[src/hw/rtl/utf16_to_utf8_converter_defines.svh]
// Assertion macros shared by the converter RTL files.
`ifndef UTF16_TO_UTF8_CONVERTER_DEFINES_SVH
`define UTF16_TO_UTF8_CONVERTER_DEFINES_SVH

`ifndef SYNTHESIS
`define U16U8_ASSERT_IMPLY(label, clk, rst_n, ante, cons) \
  label: assert property (@(posedge clk) disable iff (!rst_n) (ante) |-> (cons)) \
    else $error("assertion failed");
`define U16U8_ASSERT_NEXT(label, clk, rst_n, ante, cons) \
  label: assert property (@(posedge clk) disable iff (!rst_n) (ante) |=> (cons)) \
    else $error("assertion failed");
`else
`define U16U8_ASSERT_IMPLY(label, clk, rst_n, ante, cons)
`define U16U8_ASSERT_NEXT(label, clk, rst_n, ante, cons)
`endif

`endif

[src/hw/rtl/u16u8_pkg.sv]
// Types, constants and the UTF-8 encode function of the converter.
package u16u8_pkg;

  localparam logic [15:0] HIGH_MIN = 16'hD800;
  localparam logic [15:0] HIGH_MAX = 16'hDBFF;
  localparam logic [15:0] LOW_MIN  = 16'hDC00;
  localparam logic [15:0] LOW_MAX  = 16'hDFFF;
  localparam logic [20:0] SUPP_BASE = 21'h10000;
  localparam logic [20:0] LIM_1B    = 21'h80;
  localparam logic [20:0] LIM_2B    = 21'h800;
  localparam logic [20:0] LIM_3B    = 21'h10000;
  localparam logic [7:0]  LEAD_2B   = 8'hC0;
  localparam logic [7:0]  LEAD_3B   = 8'hE0;
  localparam logic [7:0]  LEAD_4B   = 8'hF0;
  localparam logic [7:0]  CONT_MARK = 8'h80;
  localparam logic [5:0]  CONT_MASK = 6'h3F;
  localparam int          MAX_BYTES = 6;

  typedef struct packed {
    logic [20:0] cp_a;
    logic [15:0] cp_b;
    logic        has_b;
    logic        fin;
  } job_t;

  typedef struct packed {
    logic [3:0][7:0] b;
    logic [2:0]      len;
  } enc_t;

  function automatic enc_t u16u8_encode(input logic [20:0] cp);
    enc_t e;
    e.b   = '0;
    e.len = 3'd1;
    if (cp < LIM_1B) begin
      e.b[0] = cp[7:0];
      e.len  = 3'd1;
    end else if (cp < LIM_2B) begin
      e.b[0] = LEAD_2B | {3'd0, cp[10:6]};
      e.b[1] = CONT_MARK | {2'd0, cp[5:0] & CONT_MASK};
      e.len  = 3'd2;
    end else if (cp < LIM_3B) begin
      e.b[0] = LEAD_3B | {4'd0, cp[15:12]};
      e.b[1] = CONT_MARK | {2'd0, cp[11:6] & CONT_MASK};
      e.b[2] = CONT_MARK | {2'd0, cp[5:0] & CONT_MASK};
      e.len  = 3'd3;
    end else begin
      e.b[0] = LEAD_4B | {5'd0, cp[20:18]};
      e.b[1] = CONT_MARK | {2'd0, cp[17:12] & CONT_MASK};
      e.b[2] = CONT_MARK | {2'd0, cp[11:6] & CONT_MASK};
      e.b[3] = CONT_MARK | {2'd0, cp[5:0] & CONT_MASK};
      e.len  = 3'd4;
    end
    return e;
  endfunction

endpackage

[src/hw/rtl/u16u8_fifo.sv]
// Short job queue between the classifying front and the byte-emitting back.
`include "utf16_to_utf8_converter_defines.svh"
module u16u8_fifo #(
  parameter int DEPTH = 2
) (
  input  logic             clk,
  input  logic             rst_n,
  input  logic             push,
  input  u16u8_pkg::job_t  push_job,
  output logic             full,
  input  logic             pop,
  output u16u8_pkg::job_t  pop_job,
  output logic             not_empty
);
  import u16u8_pkg::*;

  localparam int PW = $clog2(DEPTH);
  localparam int CW = $clog2(DEPTH + 1);

  job_t            mem_r [DEPTH];
  logic [PW-1:0]   wr_ptr_r, wr_ptr_nxt;
  logic [PW-1:0]   rd_ptr_r, rd_ptr_nxt;
  logic [CW-1:0]   cnt_r, cnt_nxt;
  logic            push_ok, pop_ok;

  assign full      = (cnt_r == CW'(DEPTH));
  assign not_empty = (cnt_r != '0);
  assign push_ok   = push && !full;
  assign pop_ok    = pop && not_empty;
  assign pop_job   = mem_r[rd_ptr_r];

  always_comb begin
    wr_ptr_nxt = wr_ptr_r;
    rd_ptr_nxt = rd_ptr_r;
    if (push_ok) begin
      wr_ptr_nxt = (wr_ptr_r == PW'(DEPTH - 1)) ? '0 : wr_ptr_r + PW'(1);
    end
    if (pop_ok) begin
      rd_ptr_nxt = (rd_ptr_r == PW'(DEPTH - 1)) ? '0 : rd_ptr_r + PW'(1);
    end
    cnt_nxt = cnt_r + CW'(push_ok) - CW'(pop_ok);
  end

  always_ff @(posedge clk) begin
    if (!rst_n) begin
      wr_ptr_r <= '0;
      rd_ptr_r <= '0;
      cnt_r    <= '0;
    end else begin
      wr_ptr_r <= wr_ptr_nxt;
      rd_ptr_r <= rd_ptr_nxt;
      cnt_r    <= cnt_nxt;
    end
  end

  always_ff @(posedge clk) begin
    if (push_ok) begin
      mem_r[wr_ptr_r] <= push_job;
    end
  end

  `U16U8_ASSERT_IMPLY(a_cnt_bound, clk, rst_n, 1'b1, cnt_r <= CW'(DEPTH))

endmodule

[src/hw/rtl/u16u8_front.sv]
// Front part: accepts code units, pairs surrogates and queues encode jobs.
`include "utf16_to_utf8_converter_defines.svh"
module u16u8_front (
  input  logic             clk,
  input  logic             rst_n,
  input  logic             in_valid,
  output logic             in_stall,
  input  logic [15:0]      in_code_unit,
  input  logic             in_final_unit,
  output logic             q_push,
  output u16u8_pkg::job_t  q_job,
  input  logic             q_full
);
  import u16u8_pkg::*;

  logic [15:0] held_high_r, held_high_nxt;
  logic        held_valid_r, held_valid_nxt;
  logic        accept, is_high, is_low, hold_now;

  assign in_stall = q_full;
  assign accept   = in_valid && !q_full;
  assign is_high  = (in_code_unit >= HIGH_MIN) && (in_code_unit <= HIGH_MAX);
  assign is_low   = (in_code_unit >= LOW_MIN) && (in_code_unit <= LOW_MAX);
  assign hold_now = is_high && !in_final_unit && !(held_valid_r && is_low);

  always_comb begin
    held_high_nxt  = held_high_r;
    held_valid_nxt = held_valid_r;
    q_push         = 1'b0;
    q_job.fin      = in_final_unit;
    q_job.cp_b     = in_code_unit;
    q_job.has_b    = 1'b0;
    q_job.cp_a     = {5'd0, in_code_unit};
    if (held_valid_r && is_low) begin
      q_job.cp_a = SUPP_BASE + {1'b0, held_high_r[9:0], in_code_unit[9:0]};
    end else if (held_valid_r) begin
      q_job.cp_a  = {5'd0, held_high_r};
      q_job.has_b = !hold_now;
    end
    if (accept) begin
      q_push         = held_valid_r || !hold_now;
      held_valid_nxt = hold_now;
      held_high_nxt  = hold_now ? in_code_unit : 16'd0;
    end
  end

  always_ff @(posedge clk) begin
    if (!rst_n) begin
      held_valid_r <= 1'b0;
      held_high_r  <= 16'd0;
    end else begin
      held_valid_r <= held_valid_nxt;
      held_high_r  <= held_high_nxt;
    end
  end

  `U16U8_ASSERT_NEXT(a_fin_clears_hold, clk, rst_n, accept && in_final_unit, !held_valid_r)

endmodule

[src/hw/rtl/u16u8_back.sv]
// Back part: expands queued jobs into UTF-8 bytes, one beat per cycle while out_stall is low.
`include "utf16_to_utf8_converter_defines.svh"
module u16u8_back (
  input  logic             clk,
  input  logic             rst_n,
  input  logic             q_not_empty,
  input  u16u8_pkg::job_t  q_job,
  output logic             q_pop,
  output logic             out_valid,
  input  logic             out_stall,
  output logic [7:0]       out_byte,
  output logic             out_run_last,
  output logic             out_string_end
);
  import u16u8_pkg::*;

  logic [7:0] bytes_r [MAX_BYTES];
  logic [7:0] bytes_nxt [MAX_BYTES];
  logic [2:0] nbytes_r, nbytes_nxt;
  logic [2:0] idx_r, idx_nxt;
  logic       busy_r, busy_nxt;
  logic       fin_r;
  logic       out_valid_r, out_valid_nxt;
  logic [7:0] out_byte_r;
  logic       out_run_last_r, out_string_end_r;
  logic       slot_free, issue, last, load;
  enc_t       enc_a, enc_b;
  logic [2:0] pos, k;

  assign slot_free = !out_valid_r || !out_stall;
  assign issue     = busy_r && slot_free;
  assign last      = (idx_r == nbytes_r - 3'd1);
  assign load      = q_not_empty && (!busy_r || (issue && last));
  assign q_pop     = load;

  always_comb begin
    enc_a = u16u8_encode(q_job.cp_a);
    enc_b = u16u8_encode({5'd0, q_job.cp_b});
    nbytes_nxt = enc_a.len + (q_job.has_b ? enc_b.len : 3'd0);
    pos = 3'd0;
    k   = 3'd0;
    for (int i = 0; i < MAX_BYTES; i++) begin
      pos = 3'(i);
      k   = pos - enc_a.len;
      bytes_nxt[i] = (pos < enc_a.len) ? enc_a.b[pos[1:0]] : enc_b.b[k[1:0]];
    end
  end

  always_comb begin
    busy_nxt      = busy_r;
    idx_nxt       = idx_r;
    out_valid_nxt = out_valid_r;
    if (slot_free) begin
      out_valid_nxt = issue;
    end
    if (issue) begin
      idx_nxt = idx_r + 3'd1;
      if (last) begin
        busy_nxt = 1'b0;
      end
    end
    if (load) begin
      busy_nxt = 1'b1;
      idx_nxt  = 3'd0;
    end
  end

  always_ff @(posedge clk) begin
    if (!rst_n) begin
      busy_r      <= 1'b0;
      idx_r       <= 3'd0;
      out_valid_r <= 1'b0;
    end else begin
      busy_r      <= busy_nxt;
      idx_r       <= idx_nxt;
      out_valid_r <= out_valid_nxt;
    end
  end

  always_ff @(posedge clk) begin
    if (load) begin
      bytes_r  <= bytes_nxt;
      nbytes_r <= nbytes_nxt;
      fin_r    <= q_job.fin;
    end
    if (issue) begin
      out_byte_r       <= bytes_r[idx_r];
      out_run_last_r   <= last;
      out_string_end_r <= last && fin_r;
    end
  end

  assign out_valid      = out_valid_r;
  assign out_byte       = out_byte_r;
  assign out_run_last   = out_run_last_r;
  assign out_string_end = out_string_end_r;

  `U16U8_ASSERT_IMPLY(a_end_is_last, clk, rst_n, out_valid_r && out_string_end_r, out_run_last_r)
  `U16U8_ASSERT_IMPLY(a_idx_in_range, clk, rst_n, busy_r, idx_r < nbytes_r)

endmodule

[src/hw/rtl/utf16_to_utf8_converter.sv]
// A unit's first byte is registered in the queue, the byte buffer and out_byte.
// Throughput: one output beat per cycle while out_stall is low; a unit yields
// 0 to 6 bytes, through the single-byte output register of the back part.
// A held high surrogate takes one input beat and no output beat.
// Reset (synchronous, rst_n low) drops any held surrogate, empties the queue and
// clears the output valid.
module utf16_to_utf8_converter #(
  parameter int QUEUE_DEPTH = 2
) (
  input  logic        clk,
  input  logic        rst_n,
  input  logic        in_valid,
  output logic        in_stall,
  input  logic [15:0] in_code_unit,
  input  logic        in_final_unit,
  output logic        out_valid,
  input  logic        out_stall,
  output logic [7:0]  out_byte,
  output logic        out_run_last,
  output logic        out_string_end
);
  import u16u8_pkg::*;

  logic q_push, q_full, q_pop, q_not_empty;
  job_t push_job, pop_job;

  u16u8_front u_front (
    .clk           (clk),
    .rst_n         (rst_n),
    .in_valid      (in_valid),
    .in_stall      (in_stall),
    .in_code_unit  (in_code_unit),
    .in_final_unit (in_final_unit),
    .q_push        (q_push),
    .q_job         (push_job),
    .q_full        (q_full)
  );

  u16u8_fifo #(
    .DEPTH (QUEUE_DEPTH)
  ) u_fifo (
    .clk       (clk),
    .rst_n     (rst_n),
    .push      (q_push),
    .push_job  (push_job),
    .full      (q_full),
    .pop       (q_pop),
    .pop_job   (pop_job),
    .not_empty (q_not_empty)
  );

  u16u8_back u_back (
    .clk            (clk),
    .rst_n          (rst_n),
    .q_not_empty    (q_not_empty),
    .q_job          (pop_job),
    .q_pop          (q_pop),
    .out_valid      (out_valid),
    .out_stall      (out_stall),
    .out_byte       (out_byte),
    .out_run_last   (out_run_last),
    .out_string_end (out_string_end)
  );

endmodule
[config.mk]
export PLATFORM = sky130hd
export DESIGN_NAME = utf16_to_utf8_converter
export DESIGN_NICKNAME = d
export VERILOG_FILES = /design/src/hw/rtl/u16u8_pkg.sv /design/src/hw/rtl/u16u8_fifo.sv /design/src/hw/rtl/u16u8_front.sv /design/src/hw/rtl/u16u8_back.sv /design/src/hw/rtl/utf16_to_utf8_converter.sv
export VERILOG_INCLUDE_DIRS = /design/src /design/src/hw/rtl
export SDC_FILE = /design/constraint.sdc
export NUM_CORES = 1
export LEC_CHECK = 0
export BUFFER_PORTS_ARGS = -buffer_cell sky130_fd_sc_hd__buf_2
export CORE_MARGIN = 10
export CORE_UTILIZATION = 50
export CTS_BUF_LIST = sky130_fd_sc_hd__clkbuf_16
export CTS_CLUSTER_SIZE = 10
export DETAILED_ROUTE_END_ITERATION = 16
export GPL_ROUTABILITY_DRIVEN = 0
export PLACE_DENSITY = 0.72
export SETUP_SLACK_MARGIN = 0.5
export SYNTH_ARGS = -nofsm -noshare
export SYNTH_HDL_FRONTEND = slang
export SYNTH_HIERARCHICAL = 1
export SYNTH_SLANG_ARGS = --single-unit
[constraint.sdc]
create_clock -name clk -period 6.75 [get_ports clk]
set_input_delay 0 -clock clk [delete_from_list [all_inputs] [get_ports clk]]
set_output_delay 0 -clock clk [all_outputs]
set_load 0.02 [all_outputs]
==> impl_metrics.yaml <==
status:
  status: "completed"
pwr:
  switching_power_mw: 1.27
  pwr_density_cell_mw_per_mm2: 417
  swShare_pct: 33.3
  p_int_mw: 2.55
  pwr-share-seq_pct: 42.1
  combPwrFrac_pct: 32.8
  power_frac_clock_pct: 25.1
  leakage_nw: 3.19
  ir_drop_uv: 215
placement:
  dp_slack_ps: 2600
  placed_cell_area_mm2: 0.00839
  dp.final_hpwl_um: 12900
  portBuffers: 32
cts:
  clock-root-buffer: "clkbuf_16"
  cts_setup_buffers: 0
  cts_resized: 0
  htreeDepth: 4
  cts_buffer_depth: 2
  clkLatencyLatePin_ps: 430
  cts_tree: "done"
  clk_pin_slew_ps: 60
  cts_buffers: 17
  clock_sinks: 167
sta:
  setup-tns-final_ps: 0
  hold_violations: 0
  setup_slack_ps: 2520
  setup_violations: 0
  grt_setup_unrepaired: "false"
  max_freq_mhz: 237
  fin_skew_ps: 8.51
  fin_crit_sh_pct: 62.6
  relSlewSlack_pct: 23.9
  drv_slew: 0
  worstMarginPinSlew_ps: 1130
  timing.hold.ws_ps: 347
  finalCriticalPeriod_ps: 4230
grt:
  grt_pass1_wl_um: 29600
  grtUsageTotal_pct: 17.1
  grt_max_degree: 53
  grt_overflow: 0
  grt_pass1_vias: 5504
  grt_antenna_before_repair: 0
floorplanning:
  rows: 46
  die_width_um: 148
  die_area_mm2: 0.0219
  start_util_pct: 51.3
  die-height_um: 148
  coreArea_mm2: 0.0160
  io_pins: 33
drt:
  vias_per_cell: 6.09
  ant_nets: 0
  wl_um: 18500
  drt_iter0_markers: 631
  first_pass_iters: 6
  wire_per_inst_um: 20.4
  vias: 5510
  remaining_drc_errors: 0
run:
  maxCapViolCount: 0
synthesis:
  synth-edff-count: 140
  seq_area_frac_synth_pct: 57.8
  async_flop_share_pct: 0
  synth_top_area_share_pct: 51.2
  synthesis.nets: 677
  synth_top_cell_by_area: "edfxtp_1"
  syn_avg_cell_area_um2: 12.6
  netlist_area_mm2: 0.00820
  synth_seq_cells: 167
  synth_cell_types: 76
  yosysWarnings: 6
  syn_inst: 649
  synth.area.top_cells: "edfxtp_1 (51%), dfxtp_1 (6.6%), mux2_2 (5.4%)"
  ys.flop_type: "edfxtp_1"
setup_path:
  crit_arrival_ps: 4380
  crit_path_start_kind: "register"
  worst_ep_required_time_ps: 6900
  critical_path_class: "register to register"
  cp_max_fo: 39
  reg2reg_slack_ps: 2520
  critPathCaptureType: "register"
  cpPeakStageDelay_ps: 980
  crit_path_cell_trace: "mux2_2, nor4_2, o311ai_4, inv_2, ha_1, inv_1, fa_1, xnor2_1"
  rr_endpoint: "u_back/nbytes_r[2]"
  rr_worst_depth: 8
  cp_slowest_cell: "dfxtp_2"
layout:
  nNetsFinal: 704
  fillerInstances: 1347
  layout.cells.most_common_list: "edfxtp_1 (140), nor2_1 (44), nand2_1 (44)"
  final_area_mm2: 0.00917
  drive_gt1_share_pct: 21.8
  fin_util_pct: 57.3
  syn2layout_area_growth_pct: 11.8
  antennaDiodeCount: 0
  layout_commonest_cell: "edfxtp_1"
hold_path:
  min_to: "u_fifo/mem_r[0][7]"
  worstHoldStart: "in_code_unit[5]"
  holdCritPathClass: "input port to register"
  whs_path_depth: 2
## flip-flops by register name, summed over array words and instances, names as in the netlist, 2 cells and up, named ones only
name,count
u_back/bytes_r,48
u_fifo/mem_r,78
u_front/held_high_r,16
u_fifo/cnt_r,2
u_back/idx_r,3
u_back/out_byte,8
u_back/nbytes_r,3
## how the worst max path moves through the flow
stage	end	depth (start not counted)
after floorplan	u_fifo/cnt_r[1]	12
after global placement	u_back/nbytes_r[2]	8
after detailed placement	u_back/nbytes_r[2]	8
after CTS	u_back/nbytes_r[2]	8
after global routing	u_back/nbytes_r[2]	8
final	u_back/nbytes_r[2]	8
## layer usage
layer  part of all wire [%]  wire length [um]  global-route usage, %  vias up
met5                      0                 0                      0        -
met4                    2.8               520                   7.23        0
met3                    7.6              1410                   4.52       52
met2                     47              8630                   27.2      277
met1                     43              7900                   21.7     2664
li1                       -                 -                      -     2517
## cells in the mapped netlist (all sizes together), types with 2 or more instances
| cell | instances |
|---|---|
| dfxtp | 27 |
| nor2 | 48 |
| o21a | 4 |
| o22ai | 12 |
| mux2 | 50 |
| xor2 | 3 |
| o21ai | 24 |
| nand2b | 6 |
| a2bb2oi | 3 |
| a31oi | 14 |
| clkbuf | 14 |
| mux2i | 15 |
| a22o | 10 |
| a21o | 6 |
| o211ai | 9 |
| buf | 36 |
| a21oi | 19 |
| nand3 | 9 |
| o311ai | 4 |
| xnor2 | 11 |
| nor4 | 8 |
| nand2 | 46 |
| and2 | 7 |
| a211oi | 2 |
| inv | 28 |
| o221ai | 3 |
| nand4 | 10 |
| o22a | 2 |
| a22oi | 4 |
| nor3 | 13 |
| or3 | 6 |
| a41oi | 2 |
| mux4 | 8 |
| o31ai | 10 |
| or4 | 7 |
| edfxtp | 140 |
| a211o | 3 |
| ha | 6 |
| and3 | 6 |
## critical path: cells and delay by family (launching register included)
kind	cells	cell delay, ps
flops	1	980
simple gates	1	980
fa+ha+maj	2	570
mux	1	480
buf+inv	2	390
compound gates	1	370
xor+xnor	1	140
## area by class of cell
cell class | instances | area [um2] | area share, %
Multi-Input combinational cell | 403 | 3060 | 33.3
Tap cell | 216 | 270 | 2.95
Timing Repair Buffer | 58 | 405 | 4.42
Inverter | 29 | 109 | 1.19
Clock buffer | 17 | 425 | 4.64
Sequential cell | 167 | 4750 | 51.7
Clock inverter | 15 | 161 | 1.76
## through the flow
step | cells | power (mW)
floorplan | 649 | 2.55
global placement | 853 | 2.81
detailed placement | 853 | 2.86
CTS | 905 | 3.82
global route | 905 | 4.02
finish | 905 | 3.83
## cells by family (layout without fill, tap and decap cells)
family / count (synthesis) / count (layout) / share of synthesized area (%)
multiplexers: 73 / 73 / 11.3
buffers and inverters: 79 / 119 / 5.19
XOR/XNOR: 14 / 14 / 1.59
AND/OR/NAND/NOR: 171 / 171 / 10.7
AO/OA/AOI/OAI: 138 / 138 / 12.2
flip-flops: 167 / 167 / 57.8
adder cells (fa/ha/maj): 7 / 7 / 1.16
## power by group through the flow
stage | clock network, mW | registers [mW] | logic [mW]
4_1_cts | 0.971 | 1.62 | 1.24
3_3_place_gp | 0 | 1.62 | 1.19
5_1_grt | 1.02 | 1.64 | 1.36
6_report | 0.959 | 1.61 | 1.26
3_5_place_dp | 0 | 1.63 | 1.22
2_1_floorplan | 0 | 1.61 | 0.940
## repair_timing
| item | 4_1_cts | 5_1_grt |
|---|---|---|
| endpoints found under the setup margin | 0 | 0 |
| endpoints found under the hold margin | 67 | 0 |
| hold buffers | 20 | 0 |
Note: power is estimated with default switching activity, not from simulation.
